<file path="src/hdl/sha1_pkg.sv">
package sha1_pkg;

    typedef struct packed {
        logic [7:0] data_byte;
        logic       byte_valid;
        logic       end_of_message;
    } t_in_item;

    typedef struct packed {
        logic [31:0] digest_word;
        logic [2:0]  word_index;
        logic        last_word;
    } t_out_item;

    typedef enum logic [2:0] {
        ST_IDLE,
        ST_LOAD,
        ST_ROUND,
        ST_ADD,
        ST_PAD,
        ST_LEN,
        ST_EMIT
    } t_state;

    typedef struct packed {
        logic       write_byte;
        logic [7:0] wr_data;
        logic       count_inc;
        logic       pad_fill;
        logic       zero_fill;
        logic       len_fill;
        logic       load;
        logic       round;
        logic       add;
        logic       reinit;
        logic [2:0] emit_index;
    } t_cmd;

    typedef struct packed {
        logic       round_last;
        logic [5:0] pos;
    } t_status;

    localparam logic [31:0] H0 = 32'h67452301;
    localparam logic [31:0] H1 = 32'hEFCDAB89;
    localparam logic [31:0] H2 = 32'h98BADCFE;
    localparam logic [31:0] H3 = 32'h10325476;
    localparam logic [31:0] H4 = 32'hC3D2E1F0;
    localparam logic [31:0] K0 = 32'h5A827999;
    localparam logic [31:0] K1 = 32'h6ED9EBA1;
    localparam logic [31:0] K2 = 32'h8F1BBCDC;
    localparam logic [31:0] K3 = 32'hCA62C1D6;
    localparam logic [7:0]  PAD_BYTE = 8'h80;
    localparam logic [2:0]  LAST_INDEX = 3'd4;

endpackage

</file>
<file path="src/hdl/sha1_datapath.sv">
module sha1_datapath (
    input  logic             i_clk,
    input  logic             i_rst_n,
    input  sha1_pkg::t_cmd   i_cmd,
    output sha1_pkg::t_status o_status,
    output logic [31:0]      o_word
);
    import sha1_pkg::*;

    logic [31:0] r_w   [16];
    logic [31:0] r_a, r_b, r_c, r_d, r_e;
    logic [31:0] r_h [5];
    logic [63:0] r_count, n_count;
    logic [6:0]  r_rnd;
    logic [63:0] w_bits;
    logic [4:0]  w_lane;
    logic [31:0] w_new, w_cur, w_f, w_k, w_tmp;

    assign w_bits = {r_count[60:0], 3'b000};
    assign w_lane = {~r_count[1:0], 3'b000};
    assign n_count = r_count + 64'd1;
    assign o_status.pos = r_count[5:0];
    assign o_status.round_last = (r_rnd == 7'd79);
    assign o_word = r_h[i_cmd.emit_index];

    assign w_new = {r_w[13][30:0] ^ r_w[8][30:0] ^ r_w[2][30:0] ^ r_w[0][30:0],
                    r_w[13][31] ^ r_w[8][31] ^ r_w[2][31] ^ r_w[0][31]};
    assign w_cur = (r_rnd < 7'd16) ? r_w[0] : w_new;

    always_comb begin
        if (r_rnd < 7'd20) begin
            w_f = r_d ^ (r_b & (r_c ^ r_d));
            w_k = K0;
        end else if (r_rnd < 7'd40) begin
            w_f = r_b ^ r_c ^ r_d;
            w_k = K1;
        end else if (r_rnd < 7'd60) begin
            w_f = (r_b & r_c) | (r_d & (r_b | r_c));
            w_k = K2;
        end else begin
            w_f = r_b ^ r_c ^ r_d;
            w_k = K3;
        end
    end

    assign w_tmp = {r_a[26:0], r_a[31:27]} + w_f + r_e + w_k + w_cur;

    always_ff @(posedge i_clk) begin
        if (i_cmd.write_byte) begin
            r_w[r_count[5:2]][w_lane +: 8] <= i_cmd.wr_data;
        end
        if (i_cmd.pad_fill) begin
            for (int i = 0; i < 64; i++) begin
                if (!i_cmd.len_fill || i < 56) begin
                    if (6'(i) == r_count[5:0]) begin
                        r_w[i >> 2][31 - 8 * (i & 3) -: 8] <= PAD_BYTE;
                    end else if (6'(i) > r_count[5:0]) begin
                        r_w[i >> 2][31 - 8 * (i & 3) -: 8] <= 8'h00;
                    end
                end
            end
        end
        if (i_cmd.zero_fill) begin
            for (int i = 0; i < 14; i++) begin
                r_w[i] <= '0;
            end
        end
        if (i_cmd.len_fill) begin
            r_w[14] <= w_bits[63:32];
            r_w[15] <= w_bits[31:0];
        end
        if (i_cmd.load) begin
            r_a <= r_h[0];
            r_b <= r_h[1];
            r_c <= r_h[2];
            r_d <= r_h[3];
            r_e <= r_h[4];
        end
        if (i_cmd.round) begin
            for (int i = 0; i < 15; i++) begin
                r_w[i] <= r_w[i+1];
            end
            r_w[15] <= w_cur;
            r_e <= r_d;
            r_d <= r_c;
            r_c <= {r_b[1:0], r_b[31:2]};
            r_b <= r_a;
            r_a <= w_tmp;
        end
    end

    always_ff @(posedge i_clk) begin
        if (!i_rst_n || i_cmd.reinit) begin
            r_h[0] <= H0;
            r_h[1] <= H1;
            r_h[2] <= H2;
            r_h[3] <= H3;
            r_h[4] <= H4;
            r_count <= '0;
            r_rnd <= '0;
        end else begin
            if (i_cmd.count_inc) begin
                r_count <= n_count;
            end
            if (i_cmd.load) begin
                r_rnd <= '0;
            end else if (i_cmd.round) begin
                r_rnd <= r_rnd + 7'd1;
            end
            if (i_cmd.add) begin
                r_h[0] <= r_h[0] + r_a;
                r_h[1] <= r_h[1] + r_b;
                r_h[2] <= r_h[2] + r_c;
                r_h[3] <= r_h[3] + r_d;
                r_h[4] <= r_h[4] + r_e;
            end
        end
    end

    assert property (@(posedge i_clk) disable iff (!i_rst_n)
        i_cmd.round |-> r_rnd < 7'd80)
        else $error("round index out of range");
    assert property (@(posedge i_clk) disable iff (!i_rst_n)
        i_cmd.load |=> r_rnd == 7'd0)
        else $error("round index not cleared on load");
    assert property (@(posedge i_clk) disable iff (!i_rst_n)
        i_cmd.count_inc && !i_cmd.reinit |=> r_count == $past(r_count) + 64'd1)
        else $error("byte count step");

endmodule

</file>
<file path="src/hdl/sha1_control.sv">
module sha1_control (
    input  logic               i_clk,
    input  logic               i_rst_n,
    input  sha1_pkg::t_in_item i_in,
    input  logic               i_in_valid,
    output logic               o_in_stall,
    input  sha1_pkg::t_status  i_status,
    output sha1_pkg::t_cmd     o_cmd,
    output logic               o_out_valid,
    input  logic               i_out_stall
);
    import sha1_pkg::*;

    t_state     r_state, n_state;
    logic       r_end, n_end;
    logic       r_final, n_final;
    logic [2:0] r_idx, n_idx;
    logic       w_take;

    assign w_take = (r_state == ST_IDLE) && i_in_valid;

    always_comb begin
        n_state = r_state;
        n_end = r_end;
        n_final = r_final;
        n_idx = r_idx;
        unique case (r_state)
            ST_IDLE: begin
                if (i_in_valid) begin
                    n_end = i_in.end_of_message;
                    n_final = 1'b0;
                    if (i_in.byte_valid && i_status.pos == 6'd63) begin
                        n_state = ST_LOAD;
                    end else if (i_in.end_of_message) begin
                        n_state = ST_PAD;
                    end
                end
            end
            ST_LOAD:  n_state = ST_ROUND;
            ST_ROUND: if (i_status.round_last) n_state = ST_ADD;
            ST_ADD: begin
                if (r_final && r_end) begin
                    n_state = ST_LEN;
                end else if (r_final) begin
                    n_state = ST_EMIT;
                    n_idx = '0;
                end else if (r_end) begin
                    n_state = ST_PAD;
                end else begin
                    n_state = ST_IDLE;
                end
            end
            ST_PAD: begin
                n_state = ST_LOAD;
                n_final = 1'b1;
                n_end = (i_status.pos >= 6'd56);
            end
            ST_LEN: begin
                n_state = ST_LOAD;
                n_end = 1'b0;
                n_final = 1'b1;
            end
            ST_EMIT: begin
                if (!i_out_stall) begin
                    if (r_idx == LAST_INDEX) begin
                        n_state = ST_IDLE;
                    end else begin
                        n_idx = r_idx + 3'd1;
                    end
                end
            end
            default: n_state = ST_IDLE;
        endcase
    end

    always_comb begin
        o_cmd = '0;
        o_cmd.wr_data = i_in.data_byte;
        o_cmd.emit_index = r_idx;
        o_in_stall = (r_state != ST_IDLE);
        o_out_valid = (r_state == ST_EMIT);
        unique case (r_state)
            ST_IDLE: begin
                o_cmd.write_byte = w_take && i_in.byte_valid;
                o_cmd.count_inc = w_take && i_in.byte_valid;
            end
            ST_LOAD:  o_cmd.load = 1'b1;
            ST_ROUND: o_cmd.round = 1'b1;
            ST_ADD:   o_cmd.add = 1'b1;
            ST_PAD: begin
                o_cmd.pad_fill = 1'b1;
                o_cmd.len_fill = (i_status.pos < 6'd56);
            end
            ST_LEN: begin
                o_cmd.len_fill = 1'b1;
                o_cmd.zero_fill = 1'b1;
            end
            ST_EMIT:  o_cmd.reinit = !i_out_stall && (r_idx == LAST_INDEX);
            default: ;
        endcase
    end

    always_ff @(posedge i_clk) begin
        if (!i_rst_n) begin
            r_state <= ST_IDLE;
            r_end <= 1'b0;
            r_final <= 1'b0;
            r_idx <= '0;
        end else begin
            r_state <= n_state;
            r_end <= n_end;
            r_final <= n_final;
            r_idx <= n_idx;
        end
    end

    assert property (@(posedge i_clk) disable iff (!i_rst_n)
        o_out_valid |-> r_idx <= LAST_INDEX)
        else $error("emit index out of range");
    assert property (@(posedge i_clk) disable iff (!i_rst_n)
        o_out_valid && i_out_stall |=> o_out_valid && $stable(r_idx))
        else $error("stalled transfer moved");
    assert property (@(posedge i_clk) disable iff (!i_rst_n)
        r_state == ST_ADD && r_final && !r_end |=> r_state == ST_EMIT)
        else $error("final block did not lead to emit");

endmodule

</file>
<file path="src/hdl/sha1_message_hash.sv">
// Channel | Handshake                 | Payload
// in      | i_in_valid / o_in_stall   | i_in  (data_byte, byte_valid, end_of_message)
// out     | o_out_valid / i_out_stall | o_out (digest_word, word_index, last_word)
// One byte a cycle while not stalled; a block's 64th byte starts load, 80 rounds and add.
// End of message: padding, a length step if needed, one or two compressions, then 5 words.
// The single round unit, one round a cycle, sets the block time.
// Reset is synchronous active low and reloads the chaining words and byte count.
// Input stalls while a block compresses or digest words are out; output stall holds a word.
module sha1_message_hash (
    input  logic                 i_clk,
    input  logic                 i_rst_n,
    input  logic                 i_in_valid,
    output logic                 o_in_stall,
    input  sha1_pkg::t_in_item   i_in,
    output logic                 o_out_valid,
    input  logic                 i_out_stall,
    output sha1_pkg::t_out_item  o_out
);
    import sha1_pkg::*;

    t_cmd        w_cmd;
    t_status     w_status;
    logic [31:0] w_word;

    sha1_control u_ctrl (
        .i_clk      (i_clk),
        .i_rst_n    (i_rst_n),
        .i_in       (i_in),
        .i_in_valid (i_in_valid),
        .o_in_stall (o_in_stall),
        .i_status   (w_status),
        .o_cmd      (w_cmd),
        .o_out_valid(o_out_valid),
        .i_out_stall(i_out_stall)
    );

    sha1_datapath u_dp (
        .i_clk   (i_clk),
        .i_rst_n (i_rst_n),
        .i_cmd   (w_cmd),
        .o_status(w_status),
        .o_word  (w_word)
    );

    assign o_out.digest_word = w_word;
    assign o_out.word_index = w_cmd.emit_index;
    assign o_out.last_word = (w_cmd.emit_index == LAST_INDEX);

endmodule
</file>
<file path="config.mk">
export PLATFORM = sky130hd
export DESIGN_NAME = sha1_message_hash
export DESIGN_NICKNAME = d
export VERILOG_FILES = /design/src/hdl/sha1_pkg.sv /design/src/hdl/sha1_datapath.sv /design/src/hdl/sha1_control.sv /design/src/hdl/sha1_message_hash.sv
export SDC_FILE = /design/constraint.sdc
export NUM_CORES = 2
export LEC_CHECK = 0
export ABC_AREA = 1
export BUFFER_PORTS_ARGS = -buffer_cell sky130_fd_sc_hd__buf_2
export CORE_MARGIN = 3
export CORE_UTILIZATION = 30
export CTS_CLUSTER_DIAMETER = 60
export CTS_CLUSTER_SIZE = 14
export DETAILED_ROUTE_END_ITERATION = 10
export SYNTH_ARGS = -nofsm -noshare
export SYNTH_HDL_FRONTEND = slang
export SYNTH_SLANG_ARGS = --single-unit
</file>
<file path="constraint.sdc">
create_clock -name i_clk -period 7.8 [get_ports i_clk]
set_input_delay 1.56 -clock i_clk [delete_from_list [all_inputs] [get_ports i_clk]]
set_output_delay 1.56 -clock i_clk [all_outputs]
set_load 0.05 [all_outputs]
</file>
==> results.yml <==
worst_setup_path:
  critical_path_class: "reg -> reg"
  critPathMaxStageDelay_ps: 520
  critPathTopFamily: "simple AND/OR/NAND/NOR gates"
  cpMaxStageDelayCell: "fa_1"
  crit_fanout: 19
  cp.arrival_ps: 6950
  critPathCaptureType: "flip-flop"
  crit_buf_inv: 7
  crit_top_cell: "nand2_1"
  cp-start-kind: "flip-flop"
  cp.required_ps: 8300
place:
  gp_congestion: 1.01
  port_buffers: 51
  dp_cells: 9950
  post-dp-hpwl_mm: 185
floorplanning:
  io-pin-count: 52
  fp.coreArea_um2: 193000
  die_area_um2: 200000
  rows: 161
  die_x_um: 448
  fp.dieH_um: 448
  initial_utilization_pct: 30.3
synthesis:
  async_flop_share_pct: 0
  synthMuxAreaShare_pct: 0.0171
  synth_edf_count: 576
  synth_area_per_cell_um2: 7.75
  synth_compound_area_share_pct: 18.9
  ys_seq_elements: 911
  synth-simple-area-share_pct: 22.2
  yosysSeqAreaShare_pct: 41.0
  syn_nets: 7889
  synth_area_um2: 58500
  synth_fa_ha_area_share_pct: 8.52
  ys_warn_count: 0
  syn_inst: 7551
  synth_xor_area_share_pct: 2.14
  yosysUniqueCellTypes: 70
  synth_ff_type: "edfxtp_1"
  synth_top_family_by_area: "simple AND/OR/NAND/NOR gates"
pwr:
  p_leak_nw: 24.9
  vdd_drop_max_uv: 179
  power.density_nw_per_um2: 262
clock_network:
  cts_root_buffer: "clkbuf_16"
  numCtsBuffers: 101
  cts_hold_buf: 0
  cts_resized: 0
  clock_path_buffers: 3
  h-tree-depth: 3
  cts.sinks: 911
  post-cts-setup-buffers: 0
  tritoncts: "done"
  clock_latency_ps: 780
  clk_pin_slew_worst_paths_ps: 70
drt:
  wl_per_cell_um: 23.8
  via_per_inst: 5.53
  first_pass_iters: 9
  initialDrtViolationCount: 7217
  drtAntennaViolNets: 0
  vias: 56200
  routed_wl_mm: 242
  drcViolationCount: 0
cells_and_area:
  fin_cells: 10100
  drive_above_1_share_pct: 5.96
  mostFrequentLayoutCell: "nand2_1"
  multi_input_area_um2: 30300
  final_net_count: 7865
  fillerInstances: 20400
  syn_to_final_growth_pct: 11.0
  mostFrequentLayoutCells: "nand2_1 (1715), o21ai_0 (826), nor2_1 (780)"
  utilization_pct: 33.6
  seq_area_um2: 24000
timing:
  fmax_mhz: 155
  drv_slew: 0
  fin_crit_sh_pct: 82.7
  finalSetupViolCount: 0
  fin_crit_ps: 6450
  relSlewSlack_pct: 11.2
  finalHoldViolCount: 0
  tightest_slew_ps: 1320
  rsz0062_at_grt: "no"
  fin_skew_ps: 62.2
  final.setup.tns_ps: 0
worst_hold_path:
  hold_class: "reg -> reg"
grt:
  grt-ovfl-total: 0
  grt_pass1_vias: 52700
  grt_pass1_wl_mm: 352
  grt_usage_pct: 23.4
  grt_max_degree: 221
  antenna_found_initial: 13
run_status:
  status: "finished clean"
job:
  drv_cap: 0
[final timing paths]
path / start / endpoint / slack (ps) / cells past startpoint
min reg2reg: u_dp.r_w[6][17] / u_dp.r_w[6][17] / 470 / 2
max: u_dp.r_rnd[4] / u_dp.r_a[18] / 1350 / 25
min: u_dp.r_w[6][17] / u_dp.r_w[6][17] / 470 / 2
max reg2reg: u_dp.r_rnd[4] / u_dp.r_a[18] / 1350 / 25
[area by class of cell]
type	instances	share of cell area, %
diodes	8	0.0308
well taps	2526	4.87
inverters	819	4.74
flip-flops and latches	911	37.0
repair buffers	126	1.36
clock buffers	130	4.12
multi-input cells	5568	46.7
clock inverters	59	1.22
[where the power goes]
| group | internal, W | total, W | switching, W |
|---|---|---|---|
| clock network | 0.00275 | 0.00512 | 0.00237 |
| registers | 0.00581 | 0.00632 | 0.000508 |
| logic | 0.00183 | 0.00558 | 0.00374 |
[kinds of logic after synthesis]
kind of cell | after synthesis
buf+inv | 1072
compound gates | 1956
flops | 911
xor+xnor | 143
simple gates | 3144
mux | 1
fa+ha+maj | 324
[metal layers]
layer	global-route usage (%)	wire length [um]	part of all wire, %	vias to the layer above
met5	0	70	0.029	-
met2	36.9	107000	44	2854
met3	4.34	22200	9.2	589
li1	-	-	-	25700
met4	11.6	13700	5.7	10
met1	30.7	98500	41	27000
[flip-flops by register name, indices dropped and copies added (netlist names), named ones only]
name / count
u_dp.r_w: 512
u_dp.r_c: 32
u_dp.r_rnd: 7
u_ctrl.r_idx: 3
u_dp.r_count: 61
u_dp.r_a: 32
u_dp.r_b: 32
u_dp.r_e: 32
u_ctrl.r_state: 3
u_dp.r_d: 32
u_ctrl.r_final: 1
u_ctrl.r_end: 1
u_dp.r_h: 160
[worst reg2reg max path: stages, from the launching register on]
cell     delay, ps
dfxtp_1        440
nand2_1        130
nand3_1        110
buf_4          210
inv_1          240
nand2_1        280
nand2_1        160
inv_1          430
buf_4          350
nor2_1          70
nor3_1         270
fa_1           490
fa_1           520
inv_1           60
fa_1           490
inv_1           40
ha_1           360
inv_1          100
o21ai_0        140
a31oi_1        410
nand3_1        300
nand2_1        120
nand2_1         60
or2_2          270
nand3_1         70
nand2_1         60
[synth_stat cells (16+ instances only)]
cell         n  area, um^2
buf_4       16         120
nor2_1     782        2940
nand3_1    324        1620
xor2_1      32         280
a21oi_1    612        3060
or2_2       41         257
o21a_1      33         248
dfxtp_1    335        6710
xnor2_1    111         972
a21o_1      36         270
o21ai_0    830        4150
nor3_1     109         546
edfxtp_1   576       17300
nor2_2      16         100
a211oi_1    22         165
ha_1       200        2500
a31oi_1    122         763
o221ai_1    53         464
clkbuf_1   126         473
nand2_1   1718        6450
nand2_2     27         169
a22oi_1     38         285
nand4_1     74         463
inv_2       34         128
buf_2       91         455
o21bai_1    28         210
o211ai_1    71         533
o21ai_1     21         105
inv_1      778        2920
fa_1       124        2480
[stage by stage]
step                worst slack [ps]  hold slack [ps]  instance area [um^2]  total power, W
finish                          1350              467                 64900          0.0170
global route                     782              486                 64900          0.0179
CTS                             1410              467                 64900          0.0170
detailed placement              1430              454                 61500          0.0118
global placement                1550              450                 61500          0.0119
floorplan                       2710              436                 58500         0.00986
No activity file was read; power rests on OpenSTA's default activity.
